===== config.mk =====
export PLATFORM = sky130hd
export DESIGN_NAME = skte_cell
export DESIGN_NICKNAME = d
export VERILOG_FILES = /design/src/rtl/core/skte_pkg.sv /design/src/rtl/core/skte_cell.sv
export SDC_FILE = /design/constraint.sdc
export NUM_CORES = 1
export LEC_CHECK = 0
export ABC_AREA = 0
export BUFFER_PORTS_ARGS = -buffer_cell sky130_fd_sc_hd__buf_2
export CAP_MARGIN = 20
export CORE_AREA = 3 3 204 206
export DETAILED_ROUTE_END_ITERATION = 10
export DIE_AREA = 0 0 207 209
export PLACE_DENSITY = 0.55
export SLEW_MARGIN = 10
export SYNTH_ARGS = -nofsm -noshare
export SYNTH_HDL_FRONTEND = slang
export SYNTH_SLANG_ARGS = --single-unit

===== constraint.sdc =====
create_clock -name clk -period 4.3 [get_ports clk]
set_input_delay 0.86 -clock clk [delete_from_list [all_inputs] [get_ports clk]]
set_output_delay 0.86 -clock clk [all_outputs]
set_load 0.01 [all_outputs]

===== src/rtl/core/skte_pkg.sv =====
`default_nettype none
package skte_pkg;

    localparam int DEPTH = 64;
    localparam int IDX_W = (DEPTH > 1) ? $clog2(DEPTH) : 1;
    localparam int CNT_W = $clog2(DEPTH + 1);

    // actions carried by a command beat
    localparam logic [2:0] ACT_INSERT = 3'd0;
    localparam logic [2:0] ACT_SEARCH = 3'd1;
    localparam logic [2:0] ACT_ADJUST = 3'd2;
    localparam logic [2:0] ACT_PRICE  = 3'd3;
    localparam logic [2:0] ACT_LIST   = 3'd4;

    // result status codes
    localparam logic [2:0] STAT_OK        = 3'd0;
    localparam logic [2:0] STAT_NOT_FOUND = 3'd1;
    localparam logic [2:0] STAT_DUPLICATE = 3'd2;
    localparam logic [2:0] STAT_FULL      = 3'd3;
    localparam logic [2:0] STAT_EMPTY     = 3'd4;

    // per-cell operations
    localparam logic [2:0] CELL_HOLD   = 3'd0;
    localparam logic [2:0] CELL_INSERT = 3'd1;
    localparam logic [2:0] CELL_ADJUST = 3'd2;
    localparam logic [2:0] CELL_PRICE  = 3'd3;
    localparam logic [2:0] CELL_ROTATE = 3'd4;

    typedef struct packed {
        logic signed [31:0] key;
        logic signed [31:0] qty;
        logic [23:0]        dollars;
        logic [6:0]         cents;
    } entry_t;

    typedef struct packed {
        logic [2:0]         op;
        logic               cmp_en;
        logic signed [31:0] cmp_key;
        entry_t             data;
        logic [CNT_W-1:0]   count;
    } cell_ctrl_t;

endpackage
`default_nettype wire


===== src/rtl/core/skte_cell.sv =====
`default_nettype none
module skte_cell (
    input  wire logic                          clk,
    input  wire logic                          rst_n,
    input  wire logic [skte_pkg::IDX_W-1:0]    idx,
    input  wire skte_pkg::cell_ctrl_t          ctrl,
    input  wire skte_pkg::entry_t              prev_entry,
    input  wire logic                          prev_above,
    input  wire skte_pkg::entry_t              next_entry,
    input  wire skte_pkg::entry_t              head_entry,
    output skte_pkg::entry_t                   entry,
    output logic                               above,
    output logic                               match
);
    import skte_pkg::*;

    entry_t           entry_reg;
    entry_t           entry_next;
    logic             above_reg;
    logic             match_reg;
    logic             occupied;
    logic [CNT_W-1:0] my_pos;

    assign my_pos   = CNT_W'(idx);
    assign occupied = my_pos < ctrl.count;

    // compare flags are taken in the same cycle as the command beat
    always_ff @(posedge clk or negedge rst_n)
    begin
        if (!rst_n)
        begin
            above_reg <= 1'b0;
            match_reg <= 1'b0;
        end
        else if (ctrl.cmp_en)
        begin
            above_reg <= occupied && ($signed(entry_reg.key) > $signed(ctrl.cmp_key));
            match_reg <= occupied && (entry_reg.key == ctrl.cmp_key);
        end
    end

    always_comb
    begin
        entry_next = entry_reg;
        case (ctrl.op)
            CELL_INSERT:
            begin
                // larger entries move up one cell, the new one lands at the first gap
                if (prev_above)
                    entry_next = prev_entry;
                else if (above_reg || (my_pos == ctrl.count))
                    entry_next = ctrl.data;
            end
            CELL_ADJUST:
            begin
                if (match_reg)
                    entry_next.qty = entry_reg.qty + ctrl.data.qty;
            end
            CELL_PRICE:
            begin
                if (match_reg)
                begin
                    entry_next.dollars = ctrl.data.dollars;
                    entry_next.cents   = ctrl.data.cents;
                end
            end
            CELL_ROTATE:
            begin
                // occupied cells rotate down, the head entry wraps to the top occupied cell
                if (occupied)
                    entry_next = (my_pos == ctrl.count - CNT_W'(1)) ? head_entry : next_entry;
            end
            default:
            begin
                entry_next = entry_reg;
            end
        endcase
    end

    always_ff @(posedge clk)
    begin
        entry_reg <= entry_next;
    end

    assign entry = entry_reg;
    assign above = above_reg;
    assign match = match_reg;

endmodule
`default_nettype wire


==> results.rst, run 1 <==
.. list-table::
   :header-rows: 1

   * - Metric
     - Value
   * - CTS HTree Levels
     - 3
   * - Post-cts sizing count
     - 0
   * - Post-layout instance area
     - 12,360 um2
   * - Fin. Hold Viols
     - 0
   * - Area growth, synth to finish
     - 40.24%
   * - Detailed Route WL
     - roughly 40 mm
   * - P per Cell Area
     - 256.7 nW/um2
   * - Length of the first detailed-routing pass in iterations
     - 6
   * - Num rows
     - 73
   * - I/O pin count
     - 529
   * - Worst Setup End Kind
     - flip-flop
   * - Yosys warning count
     - 0
   * - Chip width
     - about 210 um
   * - CP max stage cell
     - sky130_fd_sc_hd__o311ai_1
   * - Post-Route Skew
     - roughly 8.5 ps
   * - Least-Margin Pin Slew
     - roughly 770 ps
   * - Status
     - complete, no violations
   * - Post-route fraction of the period consumed by the critical path
     - about 77%
   * - Worst min-delay path class
     - input port to async pin
   * - Total CTS buffers
     - 9
   * - Aggregate negative setup slack
     - 0 ps
   * - Time the worst path needs with I/O delays and setup
     - approximately 3300 ps
   * - Number of global-route vias before repair
     - 9,446
   * - Synth top area share
     - about 32%
   * - Leftover overflow at the end of global routing
     - 0
   * - Root buffer cell
     - sky130_fd_sc_hd__clkbuf_16
   * - Worst path most repeated cell
     - sky130_fd_sc_hd__o21ai_0
   * - Maximum operating frequency
     - ~300 MHz
   * - Pin count of the biggest net entering global routing
     - 65
   * - Fill cell total of the finished layout
     - roughly 4,300
   * - Combined buffer and inverter count along the critical path
     - 2
   * - Critical path startpoint
     - ctrl[38]
   * - Fraction of synthesis flops using an asynchronous set or reset pin
     - under 10%
   * - Number of distinct library cell variants in the gate-level netlist after synthesis
     - 56
   * - Worst slew slack as a fraction of its limit
     - between 40% and 50%
   * - Crit-path max FO
     - 4
   * - Largest register FFs
     - 95
   * - Biggest area contributors in the synthesized netlist
     - sky130_fd_sc_hd__edfxtp_1 (32%), sky130_fd_sc_hd__mux2i_1 (14%), sky130_fd_sc_hd__ha_1 (9.9%), sky130_fd_sc_hd__a21oi_1 (5.1%), sky130_fd_sc_hd__o21ai_0 (3.4%)
   * - Antenna violations before repair
     - 4
   * - FF-to-FF Start
     - entry[31]
   * - Routability Congestion
     - between 0.9 and 1
   * - Type of the worst setup path
     - input port to flip-flop
   * - Post-synth top area cell
     - sky130_fd_sc_hd__edfxtp_1
   * - Port-buffer cells
     - around 530
   * - Footprint of the flip-flops and latches
     - around 2900 um2
   * - Cell-by-cell listing of the critical path
     - buf_2 -> ha_1 -> inv_1 -> fa_1 -> nor2b_1 -> o2111ai_2 -> a211oi_2 -> o21ai_0 -> o311ai_1 -> xnor2_1 -> o21ai_0
   * - Highest ir drop seen on vdd
     - ~0.00016 V
   * - Area enclosed by the die boundary
     - ~43,000 um2
   * - First-pass GRT wire length
     - 59.04 mm
   * - Clock tree from TritonCTS
     - yes
   * - Number of synthesized register bits
     - 97
   * - Post-CTS Hold Buffers
     - 0
   * - Most common cell after layout, fill and taps aside
     - sky130_fd_sc_hd__buf_2
   * - Fraction of the yosys area taken by sequential cells
     - between 30% and 40%
   * - Post-synth net total
     - 1,442
   * - Via count
     - about 9,400
   * - Cell count after placement
     - 1,942
   * - Footprint of the multi-input gates
     - about 5500 um2
   * - Number of synthesized flops with an enable pin
     - 95
   * - Slew Limit Fails
     - 0
   * - Overall track demand over capacity in global routing
     - between 10% and 20%
   * - Commonest cells after routing, fill and taps aside
     - sky130_fd_sc_hd__buf_2 (527), sky130_fd_sc_hd__mux2i_1 (126), sky130_fd_sc_hd__edfxtp_1 (95)
   * - Predominant post-synthesis flop cell
     - sky130_fd_sc_hd__edfxtp_1
   * - Critical Path RT
     - about 4400 ps
   * - Clock input transition at the sequential cells of the worst setup and hold paths
     - ~70 ps
   * - DP HPWL
     - about 34 mm
   * - Final setup viols
     - 0
   * - Initial DRC count
     - between 600 and 700
   * - Delay of the slowest cell on the worst path
     - about 430 ps
   * - Gate count after technology mapping
     - between 900 and 1,000
   * - Max capacitance violation total
     - 0
   * - Detailed-route vias per instance
     - 4.821
   * - Number of post-CTS setup repair buffers
     - 0
   * - Ratio of cells with drive above 1 in the final layout
     - between 40% and 50%
   * - Data arrival, critical path
     - around 3400 ps
   * - Starting density of the core
     - between 20 and 25%
   * - Placeable core area
     - approximately 40,000 um2
   * - Critical path launch point type
     - input port
   * - Largest buffer count on any clock path
     - 2
   * - Later-pin clock latency in the skew report
     - between 300 and 400 ps
   * - Remaining design rule violation count
     - 0
   * - Area after detailed placement
     - 12,020 um2
   * - Static Leakage
     - between 5 and 6 nW
   * - Netlist area before placement
     - 8815 um2
   * - Die outline height
     - 209 um
   * - Number of clock sinks
     - between 90 and 100
   * - Number of nets with antenna violations after routing
     - 0
   * - Fraction of the core area covered by cells at the end of the flow
     - 31.04%
   * - Cell family contributing the most delay on the critical path
     - compound AO/OA/AOI/OAI gates
   * - Final-layout worst hold slack
     - 270.3 ps
   * - Final #Nets
     - just under 2,000
   * - Avg Inst Size Synth
     - 9.387 um2
   * - Count of placed standard cells in the final layout, fillers left out
     - approximately 2,000
   * - Final routed wire length divided by cell count
     - ~21 um
   * - RSZ-0062 raised after global routing
     - no
-- worst register-to-register path, stage by stage (launching register included) --
cell and delay [ps]:
sky130_fd_sc_hd__edfxtp_1 380, sky130_fd_sc_hd__ha_1 210, sky130_fd_sc_hd__inv_1 70, sky130_fd_sc_hd__fa_1 390
sky130_fd_sc_hd__nor2b_1 210, sky130_fd_sc_hd__o2111ai_2 180, sky130_fd_sc_hd__a211oi_2 390, sky130_fd_sc_hd__o21ai_0 340
sky130_fd_sc_hd__o311ai_1 430, sky130_fd_sc_hd__xnor2_1 180, sky130_fd_sc_hd__o21ai_0 90
-- per-stage QoR --
stage | power (mW) | worst slack [ps]
3_3_place_gp | 2.208 | 669.2
5_1_grt | 3.366 | 753.9
6_report | 3.174 | 977.1
2_1_floorplan | 1.745 | 582.7
4_1_cts | 3.228 | 1059
3_5_place_dp | 2.217 | 657.4
-- final cells by class --
type,instances,area share [%]
Multi-Input combinational cell,726,44.38
Sequential cell,97,23.48
Timing Repair Buffer,542,22.45
Tap cell,525,5.314
Clock buffer,9,1.822
Inverter,52,1.579
Clock inverter,6,0.9312
Antenna cell,2,0.04049
-- cell usage after synthesis, types with 2 or more instances --
| cell | count |
|---|---|
| sky130_fd_sc_hd__o21ai_1 | 17 |
| sky130_fd_sc_hd__nand4_1 | 22 |
| sky130_fd_sc_hd__o21a_1 | 6 |
| sky130_fd_sc_hd__nand2b_1 | 6 |
| sky130_fd_sc_hd__and4_1 | 4 |
| sky130_fd_sc_hd__nor2_1 | 30 |
| sky130_fd_sc_hd__ha_1 | 70 |
| sky130_fd_sc_hd__nor4_1 | 3 |
| sky130_fd_sc_hd__xnor2_1 | 21 |
| sky130_fd_sc_hd__or3_1 | 2 |
| sky130_fd_sc_hd__a31oi_1 | 8 |
| sky130_fd_sc_hd__edfxtp_1 | 95 |
| sky130_fd_sc_hd__and3_1 | 4 |
| sky130_fd_sc_hd__buf_4 | 7 |
| sky130_fd_sc_hd__nor2b_1 | 38 |
| sky130_fd_sc_hd__clkbuf_1 | 50 |
| sky130_fd_sc_hd__a211oi_1 | 37 |
| sky130_fd_sc_hd__inv_1 | 52 |
| sky130_fd_sc_hd__mux2i_1 | 126 |
| sky130_fd_sc_hd__o21ai_0 | 60 |
| sky130_fd_sc_hd__o22ai_1 | 3 |
| sky130_fd_sc_hd__o21bai_1 | 4 |
| sky130_fd_sc_hd__o211ai_1 | 4 |
| sky130_fd_sc_hd__xor2_1 | 15 |
| sky130_fd_sc_hd__dfrtp_1 | 2 |
| sky130_fd_sc_hd__a22oi_1 | 31 |
| sky130_fd_sc_hd__buf_2 | 6 |
| sky130_fd_sc_hd__a221oi_1 | 2 |
| sky130_fd_sc_hd__o221ai_1 | 10 |
| sky130_fd_sc_hd__o22a_1 | 17 |
| sky130_fd_sc_hd__a21o_1 | 24 |
| sky130_fd_sc_hd__a21oi_2 | 2 |
| sky130_fd_sc_hd__nor3_1 | 6 |
| sky130_fd_sc_hd__nand2_1 | 39 |
| sky130_fd_sc_hd__o31ai_1 | 3 |
| sky130_fd_sc_hd__a21oi_1 | 89 |
| sky130_fd_sc_hd__nand3_1 | 5 |
-- cell families (layout without fill, tap and decap cells) --
family	after synthesis	in the layout	share of synthesized area (%)
AO/OA/AOI/OAI	325	325	23.56
XOR/XNOR	36	36	3.577
adder cells (fa/ha/maj)	71	71	10.16
buffers and inverters	116	609	5.323
flip-flops	97	97	32.93
multiplexers	127	127	14.44
other	0	2	0
AND/OR/NAND/NOR	167	167	10.01
-- per-layer routing --
layer	global-route usage [%]	part of all wire [%]	vias up
li1	-	-	4559
met1	21.45	41	4454
met2	32.69	52	409
met3	3.873	6.7	22
met4	2.645	0.77	0
met5	0	0	-
-- power breakdown --
part / switching, mW / internal, mW
clock network: 0.410 / 0.570
logic: 0.574 / 0.461
registers: 0.0333 / 1.13
-- path summary, 6_finish.rpt --
path | end | slack, ps | cells past startpoint
worst min register to register | match | 640 | 2
worst max register to register | entry[59] | 1180 | 10
worst max-delay path | entry[59] | 980 | 11
max in group asynchronous | match | 3920 | 1
worst min-delay path | above | 270 | 1
min in group clk | match | 640 | 2
No activity file was read; power rests on OpenSTA's default activity.
==> run 2: changes to the inputs <==
==> constraint.sdc (replaced) <==
create_clock -name clk -period 3.3 [get_ports clk]
set_input_delay 0.66 -clock clk [delete_from_list [all_inputs] [get_ports clk]]
set_output_delay 0.66 -clock clk [all_outputs]
set_load 0.01 [all_outputs]
==> results.rst, run 2 (synthesized netlist as in run 1, its figures left out) <==
.. list-table::
   :header-rows: 1

   * - Metric
     - Value
   * - Ratio of cells with drive above 1 in the final layout
     - between 40% and 50%
   * - Number of nets with antenna violations after routing
     - 0
   * - Final setup viols
     - 0
   * - Overall track demand over capacity in global routing
     - roughly 17%
   * - Highest ir drop seen on vdd
     - 0.0002323 V
   * - Pin count of the biggest net entering global routing
     - between 60 and 70
   * - Number of clock sinks
     - 97
   * - P per Cell Area
     - 325.8 nW/um2
   * - CTS HTree Levels
     - 3
   * - Aggregate negative setup slack
     - 0 ps
   * - Detailed-route vias per instance
     - 4.834
   * - Detailed Route WL
     - roughly 40 mm
   * - Fill cell total of the finished layout
     - around 4,300
   * - Status
     - complete, no violations
   * - Critical path startpoint
     - ctrl[38]
   * - Initial DRC count
     - 597
   * - Time the worst path needs with I/O delays and setup
     - about 3000 ps
   * - I/O pin count
     - about 530
   * - Max capacitance violation total
     - 0
   * - Die outline height
     - 209 um
   * - DP HPWL
     - 33.22 mm
   * - Via count
     - 9,552
   * - Clock input transition at the sequential cells of the worst setup and hold paths
     - roughly 80 ps
   * - Most common cell after layout, fill and taps aside
     - sky130_fd_sc_hd__buf_2
   * - Final routed wire length divided by cell count
     - roughly 20 um
   * - Slew Limit Fails
     - 0
   * - Largest register FFs
     - 95
   * - Worst slew slack as a fraction of its limit
     - ~51%
   * - Count of placed standard cells in the final layout, fillers left out
     - 1,976
   * - Total CTS buffers
     - 9
   * - FF-to-FF Start
     - entry[92]
   * - RSZ-0062 raised after global routing
     - no
   * - Number of global-route vias before repair
     - approximately 9,500
   * - Worst setup margin
     - around 340 ps
   * - Largest buffer count on any clock path
     - 2
   * - Post-cts sizing count
     - 0
   * - Remaining design rule violation count
     - 0
   * - Post-Place Setup Slack
     - -23.45 ps
   * - Area enclosed by the die boundary
     - 43,260 um2
   * - Final #Nets
     - 1,944
   * - Post-Route Skew
     - 13.56 ps
   * - Number of post-CTS setup repair buffers
     - 0
   * - Length of the first detailed-routing pass in iterations
     - 5
   * - Design Power
     - between 4 and 5 mW
   * - Critical Path RT
     - ~3400 ps
   * - Worst min-delay path class
     - input port to async pin
   * - Static Leakage
     - about 5.6 nW
   * - Crit-path max FO
     - 4
   * - Commonest cells after routing, fill and taps aside
     - sky130_fd_sc_hd__buf_2 (527), sky130_fd_sc_hd__mux2i_1 (126), sky130_fd_sc_hd__edfxtp_1 (95)
   * - Starting density of the core
     - around 22%
   * - Maximum operating frequency
     - 338.0 MHz
   * - Chip width
     - 207 um
   * - First-pass GRT wire length
     - 57.58 mm
   * - Root buffer cell
     - sky130_fd_sc_hd__clkbuf_16
   * - Num rows
     - 73
   * - Later-pin clock latency in the skew report
     - approximately 370 ps
   * - Critical path launch point type
     - input port
   * - Antenna violations before repair
     - 9
   * - Routability Congestion
     - between 0.9 and 1
   * - Post-route fraction of the period consumed by the critical path
     - 89.64%
   * - Post-CTS Hold Buffers
     - 0
   * - Placeable core area
     - about 40,000 um2
   * - Type of the worst setup path
     - input port to flip-flop
   * - Worst Setup End Kind
     - flip-flop
   * - Least-Margin Pin Slew
     - approximately 730 ps
   * - Leftover overflow at the end of global routing
     - 0
   * - Port-buffer cells
     - 528
   * - Cell count after placement
     - approximately 2,000
   * - Clock tree from TritonCTS
     - yes
   * - Fin. Hold Viols
     - 0
   * - Data arrival, critical path
     - around 3100 ps
   * - Area growth, synth to finish
     - 42.03%
==> run 2: cell count changes in the layout (fill, tap and decap cells not counted), sizes merged <==
cell	delta
bufinv	-1
diode	+4
buf	+13
clkinvlp	-1
inv	+2
==> run 2: final timing paths <==
| path | end | slack, ps | depth (start not counted) |
|---|---|---|---|
| worst max-delay path | entry[61] | 340 | 11 |
| worst min-delay path | match | 70 | 1 |
| worst max register to register | above | 350 | 8 |
| worst min register to register | match | 610 | 2 |
| max in group asynchronous | above | 3130 | 1 |
| min in group clk | match | 530 | 2 |
==> run 2: critical path, cell delays in order <==
cell	delay (ps)
sky130_fd_sc_hd__buf_2	90
sky130_fd_sc_hd__ha_1	190
sky130_fd_sc_hd__inv_1	70
sky130_fd_sc_hd__fa_1	380
sky130_fd_sc_hd__nor2b_1	190
sky130_fd_sc_hd__o2111ai_2	190
sky130_fd_sc_hd__a211oi_2	400
sky130_fd_sc_hd__a311oi_2	240
sky130_fd_sc_hd__nor4_1	320
sky130_fd_sc_hd__o21ai_0	120
sky130_fd_sc_hd__a31o_2	250
==> run 2: routing by layer <==
layer  global-route usage, %  routed length, um  share of wire [%]
met5                       0                 21              0.053
met4                   5.360                567                1.4
met3                   4.444               2866                7.2
met2                   30.42              20180                 51
met1                   20.61              16020                 40
==> run 2: metrics by stage <==
step / cell area, um2 / util (%) / hold WS (ps)
after floorplan: 8825 / - / 364.4
after detailed placement: 12190 / 30.61 / 450.9
after global placement: 12190 / 30.61 / 448.2
after global routing: 12520 / 31.44 / 48.74
final: 12520 / 31.44 / 73.86
after CTS: 12500 / 31.40 / 44.71
==> run 2: where the power goes <==
part / switching, mW / internal [mW]
clock network: 0.518 / 0.667
registers: 0.0431 / 1.47
logic: 0.757 / 0.627
==> run 2: area by class of cell <==
cell class | count | area [um2] | share of cell area [%]
antenna | 6 | 15.01 | 0.1199
clock buffer | 9 | 225.2 | 1.799
clock inverter | 6 | 90.09 | 0.7196
inverter | 52 | 195.2 | 1.559
multi-input combinational | 726 | 5487 | 43.82
sequential | 97 | 2903 | 23.19
tap | 525 | 656.9 | 5.247
timing repair buffer | 555 | 2948 | 23.55
==> run 3: changes to the inputs <==
--- a/config.mk
+++ b/config.mk
@@ -12,6 +12,7 @@
 export DETAILED_ROUTE_END_ITERATION = 10
 export DIE_AREA = 0 0 207 209
 export PLACE_DENSITY = 0.55
+export REMOVE_ABC_BUFFERS = 1
 export SLEW_MARGIN = 10
 export SYNTH_ARGS = -nofsm -noshare
 export SYNTH_HDL_FRONTEND = slang
==> results.rst, run 3 (synthesized netlist as in run 1, its figures left out) <==
.. list-table::
   :header-rows: 1

   * - Metric
     - Value
   * - Data arrival, critical path
     - about 3200 ps
   * - Max capacitance violation total
     - 0
   * - Detailed-route vias per instance
     - between 4 and 5
   * - Detailed Route WL
     - 39.11 mm
   * - Cell-internal power
     - 2.612 mW
   * - Crit-path max FO
     - 4
   * - Post-Place Setup Slack
     - -106.2 ps
   * - Time the worst path needs with I/O delays and setup
     - about 3000 ps
   * - Ratio of cells with drive above 1 in the final layout
     - between 40 and 50%
   * - Fill cell total of the finished layout
     - approximately 4,300
   * - Static Leakage
     - between 5 and 6 nW
   * - Worst slew slack as a fraction of its limit
     - about half
   * - P per Cell Area
     - 314.0 nW/um2
   * - Post-route fraction of the period consumed by the critical path
     - between 90% and 100%
   * - Aggregate negative setup slack
     - 0 ps
   * - Number of post-CTS setup repair buffers
     - 0
   * - Footprint of the flip-flops and latches
     - about 2900 um2
   * - Fin. Hold Viols
     - 0
   * - Gate power share
     - 34.9%
   * - Pin count of the biggest net entering global routing
     - 94
   * - First-pass GRT wire length
     - approximately 57 mm
   * - RSZ-0062 raised after global routing
     - no
   * - Chip width
     - 207 um
   * - Most common cell after layout, fill and taps aside
     - sky130_fd_sc_hd__buf_2
   * - Highest ir drop seen on vdd
     - approximately 0.00025 V
   * - DP HPWL
     - 32.66 mm
   * - Starting density of the core
     - ~22%
   * - Via count
     - roughly 9,500
   * - Power spent charging and discharging nets
     - between 1 and 1.5 mW
   * - Total CTS buffers
     - 9
   * - CTS HTree Levels
     - 3
   * - Path depth of the worst reg2reg path
     - 10
   * - Post-Route Skew
     - approximately 14 ps
   * - Worst min-delay path class
     - input port to async pin
   * - Footprint of the multi-input gates
     - 5474 um2
   * - Least-Margin Pin Slew
     - around 760 ps
   * - Net Sw Frac
     - between 30% and 40%
   * - Number of global-route vias before repair
     - around 9,500
   * - Maximum operating frequency
     - 329.2 MHz
   * - Type of the worst setup path
     - input port to flip-flop
   * - Routability Congestion
     - 0.9166
   * - Length of the first detailed-routing pass in iterations
     - 5
   * - Worst Setup End Kind
     - flip-flop
   * - Critical Path RT
     - 3420 ps
   * - I/O pin count
     - 529
   * - Clock input transition at the sequential cells of the worst setup and hold paths
     - about 80 ps
   * - Commonest cells after routing, fill and taps aside
     - sky130_fd_sc_hd__buf_2 (527), sky130_fd_sc_hd__mux2i_1 (126), sky130_fd_sc_hd__edfxtp_1 (95)
   * - Number of clock sinks
     - between 90 and 100
   * - Worst setup margin
     - 262.3 ps
   * - Post-CTS Hold Buffers
     - 0
   * - Final setup viols
     - 0
   * - Overall track demand over capacity in global routing
     - ~17%
   * - Largest buffer count on any clock path
     - 2
   * - Later-pin clock latency in the skew report
     - approximately 370 ps
   * - Final #Nets
     - roughly 2,000
   * - Largest register FFs
     - 95
   * - Initial DRC count
     - approximately 540
   * - Proportion of power drawn by the clock network
     - a little over a quarter
   * - Port-buffer cells
     - approximately 530
   * - Area enclosed by the die boundary
     - around 43,000 um2
   * - Post-cts sizing count
     - 0
   * - Leftover overflow at the end of global routing
     - 0
   * - Placeable core area
     - around 40,000 um2
   * - Final routed wire length divided by cell count
     - between 15 and 20 um
   * - Status
     - complete, no violations
   * - Die outline height
     - 209 um
   * - Root buffer cell
     - sky130_fd_sc_hd__clkbuf_16
   * - Clock tree from TritonCTS
     - yes
   * - Antenna violations before repair
     - 12
   * - Number of nets with antenna violations after routing
     - 0
   * - Area growth, synth to finish
     - 41.79%
   * - Slew Limit Fails
     - 0
   * - Fraction of power consumed by sequential logic
     - a little under two fifths
   * - Critical path launch point type
     - input port
   * - Num rows
     - 73
   * - Remaining design rule violation count
     - 0
## run 3: cell types whose count changed in the layout (fill, tap and decap cells not counted), sizes merged
cell	change
inv	+1
bufinv	-2
buf	+6
clkinv	+2
diode	+2
## run 3: final cells by class
| type | instances | share of cell area, % |
|---|---|---|
| Multi-Input combinational cell | 726 | 43.80 |
| Timing Repair Buffer | 561 | 23.81 |
| Sequential cell | 97 | 23.23 |
| Tap cell | 525 | 5.256 |
| Clock buffer | 9 | 1.802 |
| Inverter | 52 | 1.562 |
| Clock inverter | 7 | 0.3904 |
| Antenna cell | 8 | 0.1602 |
## run 3: routing by layer
layer  vias to the layer above  share of wire (%)  GRT usage, %
li1                       4621                  -             -
met1                      4429                 41         20.67
met2                       429                 49         29.65
met3                        37                8.0         5.074
met4                         6                1.7         4.377
met5                         -               0.12             0
## run 3: through the flow
stage	power (mW)	instances	instance area (um2)	hold WS [ps]	utilization, %
after floorplan	2.248	875	8541	364.4	-
after global placement	2.878	1960	12180	449.2	30.58
after detailed placement	2.895	1960	12180	452.5	30.58
after CTS	3.983	1976	12450	36.28	31.26
after global routing	4.175	1981	12490	39.10	31.36
final	3.924	1985	12500	67.65	31.38
## run 3: final timing paths
kind / from / endpoint / slack (ps)
setup / recovery: ctrl[38] / entry[59] / 260
hold / removal: rst_n / above / 70
setup reg to reg: entry[31] / entry[59] / 280
hold reg to reg: match / match / 680
max in group asynchronous: rst_n / match / 3140
min in group clk: ctrl[134] / match / 520
## run 3: power by group through the flow
stage	sequential [mW]	clock (mW)	combinational, mW
after floorplan	1.57	0	0.683
after global placement	1.53	0	1.35
after detailed placement	1.53	0	1.36
after CTS	1.50	1.11	1.37
after global routing	1.51	1.14	1.52
final	1.50	1.05	1.37
## run 3: critical path, cell delays in order
cell                        delay [ps]
sky130_fd_sc_hd__buf_2             100
sky130_fd_sc_hd__ha_1              170
sky130_fd_sc_hd__inv_1              60
sky130_fd_sc_hd__fa_1              390
sky130_fd_sc_hd__nor2b_1           200
sky130_fd_sc_hd__o2111ai_2         180
sky130_fd_sc_hd__a211oi_2          410
sky130_fd_sc_hd__o21ai_0           350
sky130_fd_sc_hd__o311ai_1          390
sky130_fd_sc_hd__xnor2_1           170
sky130_fd_sc_hd__o21ai_0            90
